[src/sv/psched_pkg.sv]
`timescale 1ns / 1ps
// ----------------------------------------------------------------------------
// Task scheduler package
// Shared widths, codes, beat types and the controller/datapath link types.
// ----------------------------------------------------------------------------
package psched_pkg;

    // Default sizing of the slot table
    localparam int SLOT_COUNT_DEF = 16;
    localparam int TIME_BITS_DEF  = 8;

    // Fixed field widths of the channels
    localparam int SLOT_W     = 4;
    localparam int BURST_W    = 8;
    localparam int PRIO_W     = 8;
    localparam int EVENT_W    = 3;
    localparam int TLEFT_W    = 8;
    localparam int DONE_CNT_W = 8;
    localparam int DISP_CNT_W = 16;
    localparam int BUSY_CNT_W = 16;
    localparam int QUSED_W    = 8;

    // Configuration port
    localparam int CFG_IDX_W  = 1;
    localparam int CFG_DATA_W = 8;
    localparam logic [CFG_IDX_W-1:0] CFG_POLICY  = 1'd0;
    localparam logic [CFG_IDX_W-1:0] CFG_QUANTUM = 1'd1;
    localparam logic [1:0]           POLICY_RST  = 2'd0;
    localparam logic [7:0]           QUANTUM_RST = 8'd4;

    // Scheduling policies (code 3 falls through to first come first served)
    localparam logic [1:0] POL_FCFS = 2'd0;
    localparam logic [1:0] POL_RR   = 2'd1;
    localparam logic [1:0] POL_PRIO = 2'd2;

    // Opcodes
    localparam logic OP_LOAD = 1'b0;
    localparam logic OP_TICK = 1'b1;

    // Slot status codes
    localparam logic [1:0] ST_EMPTY = 2'd0;
    localparam logic [1:0] ST_READY = 2'd1;
    localparam logic [1:0] ST_RUN   = 2'd2;
    localparam logic [1:0] ST_DONE  = 2'd3;

    // Result event codes
    localparam logic [EVENT_W-1:0] EV_LOADED   = 3'd0;
    localparam logic [EVENT_W-1:0] EV_RAN      = 3'd1;
    localparam logic [EVENT_W-1:0] EV_FINISHED = 3'd2;
    localparam logic [EVENT_W-1:0] EV_QUANTUM  = 3'd3;
    localparam logic [EVENT_W-1:0] EV_IDLE     = 3'd4;

    // Input beat
    typedef struct packed {
        logic                opcode;
        logic [SLOT_W-1:0]   slot;
        logic [BURST_W-1:0]  burst_time;
        logic [PRIO_W-1:0]   priority_req;
    } t_task_beat;

    // Result beat
    typedef struct packed {
        logic [EVENT_W-1:0]    event_res;
        logic [SLOT_W-1:0]     task_slot;
        logic [TLEFT_W-1:0]    time_left;
        logic [DONE_CNT_W-1:0] completed_count;
        logic [DISP_CNT_W-1:0] dispatch_count;
        logic [BUSY_CNT_W-1:0] busy_ticks;
    } t_event_beat;

    // Controller to datapath commands
    typedef struct packed {
        logic accept;
        logic load;
        logic scan_step;
        logic pick;
        logic run;
        logic emit;
    } t_dp_cmd;

    // Datapath to controller status
    typedef struct packed {
        logic is_tick;
        logic run_vld;
        logic scan_last;
        logic found;
        logic out_free;
    } t_dp_status;

endpackage

[src/sv/psched_stream_if.sv]
`timescale 1ns / 1ps
// ----------------------------------------------------------------------------
// Stream channel
// Valid/ready channel carrying one beat of type T.
// ----------------------------------------------------------------------------
interface psched_stream_if #(
    parameter type T = logic
);
    logic valid;
    logic ready;
    T     data;

    modport source (output valid, output data, input ready);
    modport sink (input valid, input data, output ready);
endinterface

[src/sv/psched_ctrl.sv]
`timescale 1ns / 1ps
// ----------------------------------------------------------------------------
// Scheduler controller
// Sequences one beat at a time: decode, load or scan/dispatch/run, emit.
// ----------------------------------------------------------------------------
module psched_ctrl (
    input  logic                   i_clk,
    input  logic                   i_rst_n,
    input  logic                   i_task_valid,
    output logic                   o_task_ready,
    input  psched_pkg::t_dp_status i_status,
    output psched_pkg::t_dp_cmd    o_cmd
);

    localparam logic [3:0] S_IDLE     = 4'd0;
    localparam logic [3:0] S_DECODE   = 4'd1;
    localparam logic [3:0] S_LOAD     = 4'd2;
    localparam logic [3:0] S_SCAN     = 4'd3;
    localparam logic [3:0] S_SCAN_END = 4'd4;
    localparam logic [3:0] S_PICK     = 4'd5;
    localparam logic [3:0] S_READ     = 4'd6;
    localparam logic [3:0] S_RUN      = 4'd7;
    localparam logic [3:0] S_OUT      = 4'd8;

    logic [3:0] r_state;
    logic [3:0] n_state;

    assign o_task_ready = (r_state == S_IDLE);

    // Next state and commands
    always_comb begin
        n_state = r_state;
        o_cmd   = '0;
        unique case (r_state)
            S_IDLE: begin
                if (i_task_valid) begin
                    o_cmd.accept = 1'b1;
                    n_state      = S_DECODE;
                end
            end
            S_DECODE: begin
                if (!i_status.is_tick) begin
                    n_state = S_LOAD;
                end else if (i_status.run_vld) begin
                    n_state = S_READ;
                end else begin
                    n_state = S_SCAN;
                end
            end
            S_LOAD: begin
                o_cmd.load = 1'b1;
                n_state    = S_OUT;
            end
            S_SCAN: begin
                o_cmd.scan_step = 1'b1;
                if (i_status.scan_last) begin
                    n_state = S_SCAN_END;
                end
            end
            S_SCAN_END: begin
                n_state = S_PICK;
            end
            S_PICK: begin
                o_cmd.pick = 1'b1;
                n_state    = i_status.found ? S_READ : S_OUT;
            end
            S_READ: begin
                n_state = S_RUN;
            end
            S_RUN: begin
                o_cmd.run = 1'b1;
                n_state   = S_OUT;
            end
            S_OUT: begin
                if (i_status.out_free) begin
                    o_cmd.emit = 1'b1;
                    n_state    = S_IDLE;
                end
            end
            default: begin
                n_state = S_IDLE;
            end
        endcase
    end

    // State register
    always_ff @(posedge i_clk) begin
        if (!i_rst_n) begin
            r_state <= S_IDLE;
        end else begin
            r_state <= n_state;
        end
    end

endmodule

[src/sv/psched_dp.sv]
`timescale 1ns / 1ps
// ----------------------------------------------------------------------------
// Scheduler datapath
// Slot table, time and priority memories, selection scan, run update,
// counters, configuration registers and the output register.
// ----------------------------------------------------------------------------
module psched_dp #(
    parameter int SLOT_COUNT = psched_pkg::SLOT_COUNT_DEF,
    parameter int TIME_BITS  = psched_pkg::TIME_BITS_DEF
) (
    input  logic                                i_clk,
    input  logic                                i_rst_n,
    input  logic                                i_cfg_we,
    input  logic [psched_pkg::CFG_IDX_W-1:0]    i_cfg_idx,
    input  logic [psched_pkg::CFG_DATA_W-1:0]   i_cfg_data,
    input  psched_pkg::t_task_beat              i_task,
    input  psched_pkg::t_dp_cmd                 i_cmd,
    output psched_pkg::t_dp_status              o_status,
    output psched_pkg::t_event_beat             o_event,
    output logic                                o_event_valid,
    input  logic                                i_event_ready
);

    localparam int SLOT_BITS = (SLOT_COUNT > 1) ? $clog2(SLOT_COUNT) : 1;
    localparam int SUM_W     = SLOT_BITS + 1;
    localparam logic [SLOT_BITS-1:0] LAST_SLOT = SLOT_BITS'(SLOT_COUNT - 1);
    localparam logic [SUM_W-1:0]     SLOT_NUM  = SUM_W'(SLOT_COUNT);

    // Configuration
    logic [1:0] r_policy;
    logic [7:0] r_quantum;

    // Latched input beat
    psched_pkg::t_task_beat r_item;

    // Slot table and memories
    logic [1:0]                      r_status   [SLOT_COUNT];
    logic [TIME_BITS-1:0]            r_time_mem [SLOT_COUNT];
    logic [psched_pkg::PRIO_W-1:0]   r_prio_mem [SLOT_COUNT];
    logic [TIME_BITS-1:0]            r_time_rd;
    logic [psched_pkg::PRIO_W-1:0]   r_prio_rd;

    // Scheduler state
    logic [SLOT_BITS-1:0]              r_run_slot;
    logic                              r_run_vld;
    logic [psched_pkg::QUSED_W-1:0]    r_qused;
    logic [SLOT_BITS-1:0]              r_ptr;
    logic [psched_pkg::DONE_CNT_W-1:0] r_finished;
    logic [psched_pkg::DISP_CNT_W-1:0] r_dispatch;
    logic [psched_pkg::BUSY_CNT_W-1:0] r_busy;

    // Scan pipeline
    logic [SLOT_BITS-1:0]            r_scan_cnt;
    logic                            r_p_vld;
    logic [SLOT_BITS-1:0]            r_p_idx;
    logic                            r_p_ready;
    logic                            r_best_vld;
    logic [SLOT_BITS-1:0]            r_best_idx;
    logic [psched_pkg::PRIO_W-1:0]   r_best_prio;

    // Pending result and output register
    logic [psched_pkg::EVENT_W-1:0]  r_res_event;
    logic [psched_pkg::SLOT_W-1:0]   r_res_slot;
    logic [psched_pkg::TLEFT_W-1:0]  r_res_tl;
    psched_pkg::t_event_beat         r_out;
    logic                            r_out_vld;

    // Load decode
    logic [SLOT_BITS-1:0] ld_idx;
    logic                 ld_in_range;
    logic [TIME_BITS-1:0] ld_burst;
    logic                 ld_hits_run;

    assign ld_idx      = SLOT_BITS'(r_item.slot);
    assign ld_in_range = int'(r_item.slot) < SLOT_COUNT;
    assign ld_burst    = TIME_BITS'(r_item.burst_time);
    assign ld_hits_run = r_run_vld && (r_run_slot == ld_idx);

    // Scan address: cyclic from the pointer for round robin, linear otherwise
    logic [SUM_W-1:0]     scan_sum;
    logic [SUM_W-1:0]     scan_wrap;
    logic [SLOT_BITS-1:0] scan_idx;

    assign scan_sum  = {1'b0, r_ptr} + {1'b0, r_scan_cnt};
    assign scan_wrap = (scan_sum >= SLOT_NUM) ? (scan_sum - SLOT_NUM) : scan_sum;
    assign scan_idx  = (r_policy == psched_pkg::POL_RR) ? scan_wrap[SLOT_BITS-1:0]
                                                        : r_scan_cnt;

    // Candidate takeover: first ready slot, or strictly higher priority
    logic take;
    assign take = r_p_vld && r_p_ready &&
                  (!r_best_vld ||
                   ((r_policy == psched_pkg::POL_PRIO) && (r_prio_rd > r_best_prio)));

    // Run update for one tick
    logic [TIME_BITS-1:0]           tl_dec;
    logic [psched_pkg::QUSED_W-1:0] qused_inc;
    logic [7:0]                     q_lim;
    logic                           run_done;
    logic                           q_end;

    assign tl_dec    = (r_time_rd != '0) ? (r_time_rd - 1'b1) : r_time_rd;
    assign qused_inc = (r_qused != '1) ? (r_qused + 1'b1) : r_qused;
    assign q_lim     = (r_quantum == '0) ? 8'd1 : r_quantum;
    assign run_done  = (tl_dec == '0);
    assign q_end     = (r_policy == psched_pkg::POL_RR) && (qused_inc >= q_lim);

    // Status to controller
    assign o_status.is_tick   = (r_item.opcode == psched_pkg::OP_TICK);
    assign o_status.run_vld   = r_run_vld;
    assign o_status.scan_last = (r_scan_cnt == LAST_SLOT);
    assign o_status.found     = r_best_vld;
    assign o_status.out_free  = !r_out_vld || i_event_ready;

    assign o_event       = r_out;
    assign o_event_valid = r_out_vld;

    // Hold the input beat
    always_ff @(posedge i_clk) begin
        if (i_cmd.accept) begin
            r_item <= i_task;
        end
    end

    // Memories: write on load or run, registered reads
    always_ff @(posedge i_clk) begin
        if (i_cmd.load && ld_in_range) begin
            r_time_mem[ld_idx] <= ld_burst;
            r_prio_mem[ld_idx] <= r_item.priority_req;
        end else if (i_cmd.run) begin
            r_time_mem[r_run_slot] <= tl_dec;
        end
        r_time_rd <= r_time_mem[r_run_slot];
        r_prio_rd <= r_prio_mem[scan_idx];
    end

    // Scan pipeline payload
    always_ff @(posedge i_clk) begin
        r_p_idx   <= scan_idx;
        r_p_ready <= (r_status[scan_idx] == psched_pkg::ST_READY);
        if (take) begin
            r_best_idx  <= r_p_idx;
            r_best_prio <= r_prio_rd;
        end
    end

    // Slot status table
    always_ff @(posedge i_clk) begin
        if (!i_rst_n) begin
            for (int i = 0; i < SLOT_COUNT; i++) begin
                r_status[i] <= psched_pkg::ST_EMPTY;
            end
        end else if (i_cmd.load && ld_in_range) begin
            r_status[ld_idx] <= (ld_burst == '0) ? psched_pkg::ST_DONE
                                                 : psched_pkg::ST_READY;
        end else if (i_cmd.pick && r_best_vld) begin
            r_status[r_best_idx] <= psched_pkg::ST_RUN;
        end else if (i_cmd.run) begin
            if (run_done) begin
                r_status[r_run_slot] <= psched_pkg::ST_DONE;
            end else if (q_end) begin
                r_status[r_run_slot] <= psched_pkg::ST_READY;
            end
        end
    end

    // Scheduler control state, counters and configuration
    always_ff @(posedge i_clk) begin
        if (!i_rst_n) begin
            r_policy   <= psched_pkg::POLICY_RST;
            r_quantum  <= psched_pkg::QUANTUM_RST;
            r_run_slot <= '0;
            r_run_vld  <= 1'b0;
            r_qused    <= '0;
            r_ptr      <= '0;
            r_finished <= '0;
            r_dispatch <= '0;
            r_busy     <= '0;
            r_scan_cnt <= '0;
            r_p_vld    <= 1'b0;
            r_best_vld <= 1'b0;
        end else begin
            // Configuration writes
            if (i_cfg_we) begin
                if (i_cfg_idx == psched_pkg::CFG_POLICY) begin
                    r_policy <= i_cfg_data[1:0];
                end else if (i_cfg_idx == psched_pkg::CFG_QUANTUM) begin
                    r_quantum <= i_cfg_data;
                end
            end

            // Scan sequencing
            r_p_vld <= i_cmd.scan_step;
            if (i_cmd.accept) begin
                r_scan_cnt <= '0;
                r_best_vld <= 1'b0;
            end else begin
                if (i_cmd.scan_step) begin
                    r_scan_cnt <= r_scan_cnt + 1'b1;
                end
                if (take) begin
                    r_best_vld <= 1'b1;
                end
            end

            // Reload of the running slot ends its turn
            if (i_cmd.load && ld_in_range && ld_hits_run) begin
                r_run_vld <= 1'b0;
                r_qused   <= '0;
            end

            // Dispatch the chosen slot
            if (i_cmd.pick && r_best_vld) begin
                r_run_slot <= r_best_idx;
                r_run_vld  <= 1'b1;
                r_qused    <= '0;
                r_ptr      <= (r_best_idx == LAST_SLOT) ? '0 : (r_best_idx + 1'b1);
                if (r_dispatch != '1) begin
                    r_dispatch <= r_dispatch + 1'b1;
                end
            end

            // Run one tick
            if (i_cmd.run) begin
                if (r_busy != '1) begin
                    r_busy <= r_busy + 1'b1;
                end
                if (run_done) begin
                    r_run_vld <= 1'b0;
                    r_qused   <= '0;
                    if (r_finished != '1) begin
                        r_finished <= r_finished + 1'b1;
                    end
                end else if (q_end) begin
                    r_run_vld <= 1'b0;
                    r_qused   <= '0;
                end else begin
                    r_qused <= qused_inc;
                end
            end
        end
    end

    // Pending result fields
    always_ff @(posedge i_clk) begin
        if (i_cmd.load) begin
            r_res_event <= psched_pkg::EV_LOADED;
            r_res_slot  <= r_item.slot;
            r_res_tl    <= ld_in_range ? psched_pkg::TLEFT_W'(ld_burst) : '0;
        end else if (i_cmd.pick && !r_best_vld) begin
            r_res_event <= psched_pkg::EV_IDLE;
            r_res_slot  <= '0;
            r_res_tl    <= '0;
        end else if (i_cmd.run) begin
            r_res_slot <= psched_pkg::SLOT_W'(r_run_slot);
            if (run_done) begin
                r_res_event <= psched_pkg::EV_FINISHED;
                r_res_tl    <= '0;
            end else begin
                r_res_event <= q_end ? psched_pkg::EV_QUANTUM : psched_pkg::EV_RAN;
                r_res_tl    <= psched_pkg::TLEFT_W'(tl_dec);
            end
        end
    end

    // Output register: load on emit, drop when the beat is taken
    always_ff @(posedge i_clk) begin
        if (!i_rst_n) begin
            r_out_vld <= 1'b0;
        end else if (i_cmd.emit) begin
            r_out_vld <= 1'b1;
        end else if (i_event_ready) begin
            r_out_vld <= 1'b0;
        end
    end

    always_ff @(posedge i_clk) begin
        if (i_cmd.emit) begin
            r_out.event_res       <= r_res_event;
            r_out.task_slot       <= r_res_slot;
            r_out.time_left       <= r_res_tl;
            r_out.completed_count <= r_finished;
            r_out.dispatch_count  <= r_dispatch;
            r_out.busy_ticks      <= r_busy;
        end
    end

endmodule

[src/sv/process_scheduler_fcfs_rr_priority.sv]
`timescale 1ns / 1ps
// ----------------------------------------------------------------------------
// Task scheduler (first come first served, round robin, priority)
// Keeps a table of task slots and answers each load or tick beat with one
// event beat.
//
// i_task carries load beats (slot, burst, priority) and tick beats; o_event
// returns one beat per input beat, in order, with the event code, the slot
// touched, its remaining time and the saturating counters. Policy and
// quantum are written through i_cfg_we / i_cfg_idx / i_cfg_data; the
// user must write them only while idle, as the block does not enforce it.
// One beat is worked on at a time; i_task.ready is high only between beats.
// A load goes from decode to the load state and then to output; a tick
// with a task already running reads and runs it; a tick that must select
// a task first scans every slot, then dispatches the chosen one if any is
// ready, else it reports idle. The selection scan visits one slot per cycle.
// Reset empties every slot, clears the counters and restores the policy to
// first come first served with a quantum of 4. If the receiver stalls, the
// result waits in the output register while the next beat is taken and
// worked; that beat holds before its emit until the register frees.
// ----------------------------------------------------------------------------
module process_scheduler_fcfs_rr_priority #(
    parameter int SLOT_COUNT = psched_pkg::SLOT_COUNT_DEF,
    parameter int TIME_BITS  = psched_pkg::TIME_BITS_DEF
) (
    input  logic                              i_clk,
    input  logic                              i_rst_n,
    input  logic                              i_cfg_we,
    input  logic [psched_pkg::CFG_IDX_W-1:0]  i_cfg_idx,
    input  logic [psched_pkg::CFG_DATA_W-1:0] i_cfg_data,
    psched_stream_if.sink                     i_task,
    psched_stream_if.source                   o_event
);

    psched_pkg::t_dp_cmd     cmd;
    psched_pkg::t_dp_status  status;
    psched_pkg::t_task_beat  task_beat;
    psched_pkg::t_event_beat event_beat;
    logic                    task_ready;
    logic                    event_valid;

    assign task_beat     = i_task.data;
    assign i_task.ready  = task_ready;
    assign o_event.valid = event_valid;
    assign o_event.data  = event_beat;

    psched_ctrl u_ctrl (
        .i_clk        (i_clk),
        .i_rst_n      (i_rst_n),
        .i_task_valid (i_task.valid),
        .o_task_ready (task_ready),
        .i_status     (status),
        .o_cmd        (cmd)
    );

    psched_dp #(
        .SLOT_COUNT (SLOT_COUNT),
        .TIME_BITS  (TIME_BITS)
    ) u_dp (
        .i_clk         (i_clk),
        .i_rst_n       (i_rst_n),
        .i_cfg_we      (i_cfg_we),
        .i_cfg_idx     (i_cfg_idx),
        .i_cfg_data    (i_cfg_data),
        .i_task        (task_beat),
        .i_cmd         (cmd),
        .o_status      (status),
        .o_event       (event_beat),
        .o_event_valid (event_valid),
        .i_event_ready (o_event.ready)
    );

endmodule
[src/flat_wrapper.sv]
// flat-port wrapper written by rule: the top's interface ports become plain ports
module process_scheduler_fcfs_rr_priority_flat 
#(
    parameter int SLOT_COUNT = psched_pkg::SLOT_COUNT_DEF,
    parameter int TIME_BITS  = psched_pkg::TIME_BITS_DEF
)
  (i_clk, i_rst_n, i_cfg_we, i_cfg_idx, i_cfg_data, i_task_valid, i_task_data, i_task_ready, o_event_valid, o_event_data, o_event_ready);
  psched_stream_if i_task_i ();
  psched_stream_if o_event_i ();
  input  logic i_clk;
  input  logic i_rst_n;
  input  logic i_cfg_we;
  input  logic [psched_pkg::CFG_IDX_W-1:0] i_cfg_idx;
  input  logic [psched_pkg::CFG_DATA_W-1:0] i_cfg_data;
  input wire logic [$bits(i_task_i.valid)-1:0] i_task_valid;
  input wire logic [$bits(i_task_i.data)-1:0] i_task_data;
  output wire logic [$bits(i_task_i.ready)-1:0] i_task_ready;
  output wire logic [$bits(o_event_i.valid)-1:0] o_event_valid;
  output wire logic [$bits(o_event_i.data)-1:0] o_event_data;
  input wire logic [$bits(o_event_i.ready)-1:0] o_event_ready;
  assign i_task_i.valid = i_task_valid;
  assign i_task_i.data = i_task_data;
  assign i_task_ready = i_task_i.ready;
  assign o_event_valid = o_event_i.valid;
  assign o_event_data = o_event_i.data;
  assign o_event_i.ready = o_event_ready;
  process_scheduler_fcfs_rr_priority #(.SLOT_COUNT(SLOT_COUNT), .TIME_BITS(TIME_BITS)) u_core (.i_clk(i_clk), .i_rst_n(i_rst_n), .i_cfg_we(i_cfg_we), .i_cfg_idx(i_cfg_idx), .i_cfg_data(i_cfg_data), .i_task(i_task_i), .o_event(o_event_i));
endmodule
[config.mk]
export PLATFORM = sky130hd
export DESIGN_NAME = process_scheduler_fcfs_rr_priority_flat
export DESIGN_NICKNAME = d
export VERILOG_FILES = /design/src/sv/psched_pkg.sv /design/src/sv/psched_stream_if.sv /design/src/sv/psched_ctrl.sv /design/src/sv/psched_dp.sv /design/src/sv/process_scheduler_fcfs_rr_priority.sv /design/src/flat_wrapper.sv
export SDC_FILE = /design/constraint.sdc
export NUM_CORES = 1
export LEC_CHECK = 0
export ABC_AREA = 1
export BUFFER_PORTS_ARGS = -buffer_cell sky130_fd_sc_hd__clkbuf_2
export CAP_MARGIN = 20
export CORE_UTILIZATION = 40
export DETAILED_ROUTE_END_ITERATION = 8
export HOLD_SLACK_MARGIN = 0.1
export PLACE_DENSITY_LB_ADDON = 0.2
export SYNTH_ARGS = -nofsm -noshare
export SYNTH_HDL_FRONTEND = slang
export SYNTH_SLANG_ARGS = --single-unit
[constraint.sdc]
create_clock -name i_clk -period 3.85 [get_ports i_clk]
set_input_delay 0.77 -clock i_clk [delete_from_list [all_inputs] [get_ports i_clk]]
set_output_delay 0.77 -clock i_clk [all_outputs]
set_load 0.01 [all_outputs]
==> results of run 1 <==
==> cells in the final DEF, fill, tap and decap left out, drive strengths merged, types with 5 or more instances in the layout <==
cell    Yosys  routed
a21oi      41      41
buf         2      28
clkbuf     35      54
clkinv      1       7
dfxtp      68      68
edfxtp    168     168
ha         16      16
inv       100     100
nand2     169     169
nand3      28      28
nand4      16      16
nor2      209     209
nor3       11      11
o21a        7       7
o21ai     117     117
o22ai      39      39
o31ai       5       5
xor2        7       7
==> state kept, by name (all words and copies together), names as in the netlist, 8 cells and up <==
| signal | count |
|---|---|
| u_core.u_dp.r_time_mem | 128 |
| u_core.u_dp.r_status | 32 |
| u_core.u_dp.r_busy | 16 |
| u_core.u_dp.r_quantum | 8 |
| u_core.u_dp.r_qused | 8 |
| u_core.u_dp.r_time_rd | 8 |
==> per-layer routing <==
layer | global-route usage, % | up-vias | wire [um]
met5 | 0 | - | 0
met3 | 2.496 | 24 | 933
met4 | 3.774 | 0 | 298
li1 | - | 3727 | -
met2 | 30.21 | 131 | 10990
met1 | 26.31 | 3501 | 11260
==> kinds of logic (layout without fill, tap and decap cells) <==
| group | Yosys count | count (layout) |
|---|---|---|
| buf+inv | 138 | 195 |
| xor+xnor | 8 | 8 |
| compound gates | 226 | 226 |
| fa+ha+maj | 17 | 17 |
| flops | 236 | 236 |
| simple gates | 439 | 439 |
==> metrics by stage <==
step	hold WS (ns)	area [um2]	TNS, ns	utilization [%]	cells
3_3_place_gp	0.3301	10870	0	43.03	1402
3_5_place_dp	0.3437	10870	0	43.03	1402
6_report	0.3530	11770	0	46.60	1451
5_1_grt	0.3703	11770	-0.000006217	46.60	1451
2_1_floorplan	0.3233	10300	0	-	1064
4_1_cts	0.3584	11740	0	46.48	1451
==> final cells by class <==
class                      instances  area [um2]
clock inverter                    12       138.9
inverter                         101       379.1
sequential                       236        6407
tap                              330       412.9
timing repair buffer              45       295.3
multi-input combinational        690        3402
clock buffer                      37       733.2
fill                            2377       13490
==> path summary, 6_finish.rpt <==
path	start	endpoint	cells past startpoint
worst max-delay path	u_core.u_dp.r_qused[0]$_SDFFE_PN0P_	u_core.u_dp.r_status[3][1]$_SDFFCE_PN0P_	20
worst min-delay path	u_core.u_dp.r_prio_mem[0]$_DFFE_PP_	u_core.u_dp.r_prio_rd[0]$_DFF_P_	0
worst max register to register	u_core.u_dp.r_qused[0]$_SDFFE_PN0P_	u_core.u_dp.r_status[3][1]$_SDFFCE_PN0P_	20
worst min register to register	u_core.u_dp.r_prio_mem[0]$_DFFE_PP_	u_core.u_dp.r_prio_rd[0]$_DFF_P_	0
==> report_power, final <==
group	total (mW)	switching, mW	internal (mW)
clock network	2.50	0.971	1.53
registers	2.78	0.0267	2.75
logic	0.257	0.170	0.0866
==> impl_summary.md, run 1 <==
Run status
The run finished with clean final reports.

STA
Dividing the final minimum period by the clock period gives 89.26%. Static timing analysis puts the maximum clock frequency at 291.0 MHz. Setup violations remaining at the end of the flow were counted as 0. Measured against its own limit, the worst slew margin works out to 42.65%.

The final hold violation count is 0. At the pin with the least slew margin, the transition time is 0.8571 ns. The max-slew violation count was 0. The worst path setup slack after routing is 0.4135 ns. On the final layout, the worst clock skew is 0.006852 ns.

The final period demand of the worst path is 3.436 ns.

Setup path
The slack of the worst reg-to-reg path is 0.41 ns. The critical path goes through ha_1, nand2_1, nor4_2, nand2_1, nand2_1, nor2_1, xor2_1, ha_1, a21oi_1, o21a_1, nand2_1, nand2_1, nand2_4, nand2_8, nand2_1, nand2_1, inv_1, nor2_2, nand2_1, nand2_1. The worst setup path is launched from a register. On the critical path, the stage with the largest delay is an instance of sky130_fd_sc_hd__dfxtp_1. The library cell appearing most often on the critical path is sky130_fd_sc_hd__nand2_1. The largest single stage delay on the critical path is 0.34 ns.

The arrival time at the worst endpoint is 3.66 ns. Among cell families on the critical path, the largest total delay comes from simple AND/OR/NAND/NOR gates. The critical path is of the reg -> reg type. The count of buffering cells on the critical path with inverters included is 1. The sort of element at the end of the critical path is a register. Along the worst path, the maximum fanout reaches 27.

The required time of the critical path is 4.07 ns.

Drt
After detailed routing, the number of remaining DRC violations is 0. The iteration count of the initial detailed-routing pass is 5. The routed length per instance is 16.19 um. The total via count after detailed routing is 7383. After detailed routing, the total wire length is 23.49 mm. The number of DRC markers after the initial detailed-route iteration is 628. Using the TritonRoute via totals, the vias-per-cell ratio works out to 5.088. The count of nets left with antenna violations once routing finished came out at 0.

Synth
After synthesis, the most frequently instantiated cells are sky130_fd_sc_hd__nor2_1, sky130_fd_sc_hd__edfxtp_1, sky130_fd_sc_hd__nand2_1. The number of warnings issued by yosys is 0. The multiplexer fraction of the synthesized cell area is 0%. The most frequently used flop master after synthesis is sky130_fd_sc_hd__edfxtp_1.

The area share of and/or/nand/nor cells after synthesis is 17.62%. The count of different cell masters after synthesis is 41. The synthesized design contains 168 enable-type register cells. The top cell type by total area after synthesis is sky130_fd_sc_hd__edfxtp_1. By area, the combinational part of the netlist is dominated by simple AND/OR/NAND/NOR gates.

The synthesized-area fraction occupied by xor and xnor cells is 0.6800%. Among all cell types in the netlist, the one instantiated most often is sky130_fd_sc_hd__nor2_1. The async set-or-reset flop fraction in the synthesized netlist is 0%. The number of flip-flops and latches in the synthesized netlist is 236. The synthesized netlist devotes 12.29% of its cell area to compound gates. The average footprint of a synthesized cell is 9.684 um2. The mapped netlist covers 0.01030 mm2. The adder and majority gate portion of the synthesized area is 2.137%. The synthesized design devotes to its leading area cell type 48.96% of total area. The synthesized net count is 1096.

Sequential cells were found to cover 62.17% of the synthesized design area. Sorting the synthesized cells by area gives the leading types as sky130_fd_sc_hd__edfxtp_1, sky130_fd_sc_hd__dfxtp_1, sky130_fd_sc_hd__nor2_1. In the synthesized netlist, the number of instances is 1064.

Placed design
The detailed placement HPWL is 15.43 mm. The congestion estimate from routability-driven global placement came to 0.8483. The count of input and output buffers is 17. The placement-stage worst setup slack is 0.2375 ns.

Power
For this design the static power due to leakage is 4.076 nW. The power per cell area is 470.1 mW/mm2. VDD sags by at most 319.8 uV. The total power of the final layout is 5.532 mW.

GRT
The number of global-route vias before repair came to 7191. Entering global routing, the biggest net connects 67 pins. The total congestion overflow is 0. The global-route usage over all layers is 18.52%. The initial antenna violation count is 0. The first global-routing pass estimated 38.19 mm of wire.

Cells and area
Relative to the synthesized area, the layout overhead comes to 14.22%. The number of nets at the end of the flow is 1133. The number of antenna diodes is 0. The layout cell share with drive strength beyond 1 is 10.17%.

Clock tree
The number of resized instances in the post-cts repair step is 0. The clock root buffer master is sky130_fd_sc_hd__clkbuf_16. In this run the deepest clock path goes through 3 buffers. TritonCTS built the clock tree. Counting the buffers created by CTS gives 27. The clock slew at the register clock pins of the worst setup and hold paths is 0.06 ns.

The H-tree level count is 1. The clock insertion delay at the later pin of the skew report is 0.52 ns. The clock sink count is 236. The quantity of hold-fixing buffers added after cts is 0.

The number of setup buffers added after CTS is 0.

Die
The number of core rows is 58. In this run the standard cell core region covers 0.02525 mm2. The floorplan step defined a die boundary enclosing 0.02640 mm2. The die height is 162.5 um. The starting density of the core is 40.80%.

The number of top-level pins is 18. From left edge to right edge, the die measures 162.5 um.

Flow run
Across the run, the number of max-cap violations was 0.

Min path
The path category of the worst min-delay check is reg -> reg.
No activity file was read; power rests on OpenSTA's default activity.
==> run 2: changes to the inputs <==
clock period = 3.09 ns   (was 3.85 ns; I/O delays follow)
==> impl_summary.md, run 2 (synthesis gave the netlist of run 1 again) <==
Power
The largest vdd supply drop is 422.2 uV (was 319.8 uV). The share of total power consumed by net switching is 22.05% (was 21.11%). The total net switching power came to 1.473 mW (was 1.168 mW). The static leakage is 4.472 nW (was 4.076 nW).

The internal power summed over all cells is 5.208 mW (was 4.365 mW). The power per cell area came to 534.2 mW/mm2 (was 470.1 mW/mm2). The sequential share of power is 51.8% (was 50.2%). The part of the total power dissipated in the clock network is 43.4% (was 45.1%). The combinational share of power was 4.8% (was 4.6%).

Drt
The DRC violation count after routing is 0 (unchanged). The iteration count of the initial detailed-routing pass came to 5 (unchanged). The routed length per instance is 16.38 um (was 16.19 um). The total wirelength of the detailed-routed design is 24.81 mm (was 23.49 mm). The vias per cell is 5.104 (was 5.088). The number of DRC markers after the initial detailed-route iteration was 696 (was 628). The number of nets still failing antenna checks after routing is 0 (unchanged). The total via count after detailed routing came to 7733 (was 7383).

STA
The tightest slew margin relative to the limit is 47.14% (was 42.65%). The final count of negative-setup-slack endpoints is 26 (was 0). The max-slew violation count came to 0 (unchanged). The final period demand of the worst path came to 3.139 ns (was 3.436 ns).

The pin slew with the least headroom to its limit is 0.7921 ns (was 0.8571 ns). Setup repair after global routing could not meet its margin everywhere. The final hold violation count is 0 (unchanged). The clock skew after layout came to 0.03234 ns (was 0.006852 ns). The post-route clock period utilization was 101.6% (was 89.26%).

The achievable frequency came to 318.5 MHz (was 291.0 MHz). The worst path setup slack after routing is -0.04925 ns (was 0.4135 ns).

Clock tree
The clock sink count came to 236 (unchanged). The H-tree level count is 1 (unchanged). The clock root buffer master is sky130_fd_sc_hd__clkbuf_16 (unchanged).

The clock insertion delay at the later pin of the skew report was 0.54 ns (was 0.52 ns). The buffer depth of the longest clock path came to 3 (unchanged). The quantity of hold-fixing buffers added after cts is 0 (unchanged).

The clock buffer count from CTS is 27 (unchanged). The clock slew at the register clock pins of the worst setup and hold paths is 0.07 ns (was 0.06 ns). The CTS tree was built (unchanged).

GRT
The total congestion overflow is 0 (unchanged). The initial antenna violation count was 0 (unchanged). The number of global-route vias before repair is 7549 (was 7191). The wire length of the first global-routing pass was 39.48 mm (was 38.19 mm).

The largest net degree at the start of global routing is 66 (was 67). The global-route usage over all layers is 19.07% (was 18.52%).

Die
The number of core rows was 58 (unchanged). The core area was 0.02525 mm2 (unchanged). The starting density of the core came to 40.80% (unchanged). The number of top-level pins is 18 (unchanged). The width of the die is 162.5 um (unchanged). The die height came to 162.5 um (unchanged). The floorplan die area came to 0.02640 mm2 (unchanged).

Placed design
The placement-stage worst setup slack is -0.2134 ns (was 0.2375 ns). The final RePlAce weighted congestion is 0.8107 (was 0.8483). The count of input and output buffers is 17 (unchanged).

The detailed placement HPWL was 16.19 mm (was 15.43 mm). The placed instance area is 0.01131 mm2 (was 0.01087 mm2).

Cells and area
The relative area change from synthesis to final layout came to 21.37% (was 14.22%). The layout cell share with drive strength beyond 1 is 19.49% (was 10.17%). Leading registers by flop count: u_core.u_dp.r_time_mem: 128 flops, u_core.u_dp.r_status: 32 flops, u_core.u_dp.r_busy: 16 flops (unchanged).

The most common library cell in the layout ignoring fill and taps is sky130_fd_sc_hd__nor2_1 (unchanged). The largest register by flop count is u_core.u_dp.r_time_mem (unchanged). The area taken by multi-input logic gates is 0.003704 mm2 (was 0.003402 mm2).

The number of nets at the end of the flow came to 1197 (was 1133). The flip-flop count of the largest register after layout was 128 (unchanged). The area taken by flip-flops and latches was 0.006411 mm2 (was 0.006407 mm2). The post-layout instance area came to 0.01251 mm2 (was 0.01177 mm2). The number of antenna diodes is 0 (unchanged). The number of fill cells is 2356 (was 2377).

Most frequent cells in the layout: sky130_fd_sc_hd__nor2_1, sky130_fd_sc_hd__edfxtp_1, sky130_fd_sc_hd__nand2_1, sky130_fd_sc_hd__o21ai_0, sky130_fd_sc_hd__inv_1 (unchanged).

Setup path
The sort of element at the end of the critical path was a register (unchanged). The critical path class is reg -> reg (unchanged). The required time of the critical path came to 3.32 ns (was 4.07 ns). The arrival time at the worst endpoint was 3.37 ns (was 3.66 ns). The type of element launching the critical path is a register (unchanged).

The maximum fanout along the worst path came to 7 (was 27).

Flow run
The max-capacitance violation count is 0 (unchanged).

Run status
Outcome: finished with violations (was complete, no violations). The checks that failed: negative setup slack.

Min path
The path category of the worst min-delay check is in -> reg (was reg -> reg).
==> run 2: metrics by stage <==
step / utilization, % / setup TNS, ns / hold WS [ns] / std cells / power, mW
after floorplan: - / 0 / 0.3233 / 1064 / 3.738
after global placement: 44.80 / -4.904 / 0.3328 / 1460 / 3.841
after detailed placement: 44.80 / -9.398 / 0.3326 / 1460 / 3.844
after CTS: 48.41 / -1.277 / 0.2511 / 1514 / 6.746
after global routing: 49.52 / -11.39 / 0.2570 / 1515 / 6.924
final: 49.52 / -0.4547 / 0.2744 / 1515 / 6.681
==> run 2: area by class of cell <==
cell class | count | area share [%]
clock buffer | 40 | 5.963
clock inverter | 9 | 0.4102
inverter | 101 | 3.052
multi-input combinational | 691 | 29.61
sequential | 236 | 51.27
tap | 330 | 3.302
timing repair buffer | 108 | 6.393
==> run 2: critical path, stage by stage, from the launching register on <==
cell and delay (ns):
sky130_fd_sc_hd__dfxtp_2 0.35, sky130_fd_sc_hd__ha_4 0.15, sky130_fd_sc_hd__nand2_4 0.06, sky130_fd_sc_hd__nor4_4 0.18, sky130_fd_sc_hd__nand2_2 0.15, sky130_fd_sc_hd__nand2_2 0.12
sky130_fd_sc_hd__nor2_2 0.04, sky130_fd_sc_hd__xor2_1 0.17, sky130_fd_sc_hd__ha_1 0.30, sky130_fd_sc_hd__a21oi_1 0.06, sky130_fd_sc_hd__o21a_1 0.19, sky130_fd_sc_hd__nand2_2 0.08
sky130_fd_sc_hd__nand2_2 0.07, sky130_fd_sc_hd__nand2_4 0.14, sky130_fd_sc_hd__nand2_8 0.10, sky130_fd_sc_hd__nand2_4 0.11, sky130_fd_sc_hd__nand3_4 0.11, sky130_fd_sc_hd__nor2_4 0.25
sky130_fd_sc_hd__nand2_2 0.11, sky130_fd_sc_hd__nand2_2 0.08
==> run 2: power groups by stage <==
stage,Sequential [mW],Combinational [mW],Clock [mW]
floorplan,3.52,0.220,0
global placement,3.53,0.313,0
detailed placement,3.53,0.316,0
CTS,3.46,0.320,2.96
global route,3.47,0.366,3.09
finish,3.46,0.321,2.90
==> run 2: what timing repair did <==
| item | in CTS | in global routing |
|---|---|---|
| gates cloned | 1 | 0 |
| pin swaps | 4 | 7 |
| resized for setup | 20 | 74 |
| buffers inserted | 4 | 1 |
| setup endpoints to repair | 64 | 64 |
==> run 2: layer usage <==
layer  part of all wire [%]  routed length, um  global-route usage (%)
met1                     46              11440                   26.52
met2                     48              11800                   31.39
met3                    4.7               1163                   2.623
met4                    1.6                408                   4.588
met5                      0                  0                       0
==> run 2: final timing paths <==
kind	slack, ns	start	cells after the start	endpoint
min	0.27	i_task_data	1	u_core.u_dp.r_item[0]$_DFFE_PP_
max	-0.05	u_core.u_dp.r_qused[0]$_SDFFE_PN0P_	19	u_core.u_dp.r_status[1][1]$_SDFFCE_PN0P_
max reg2reg	-0.05	u_core.u_dp.r_qused[0]$_SDFFE_PN0P_	19	u_core.u_dp.r_status[1][1]$_SDFFCE_PN0P_
min reg2reg	0.34	u_core.u_dp.r_prio_mem[0]$_DFFE_PP_	0	u_core.u_dp.r_prio_rd[0]$_DFF_P_
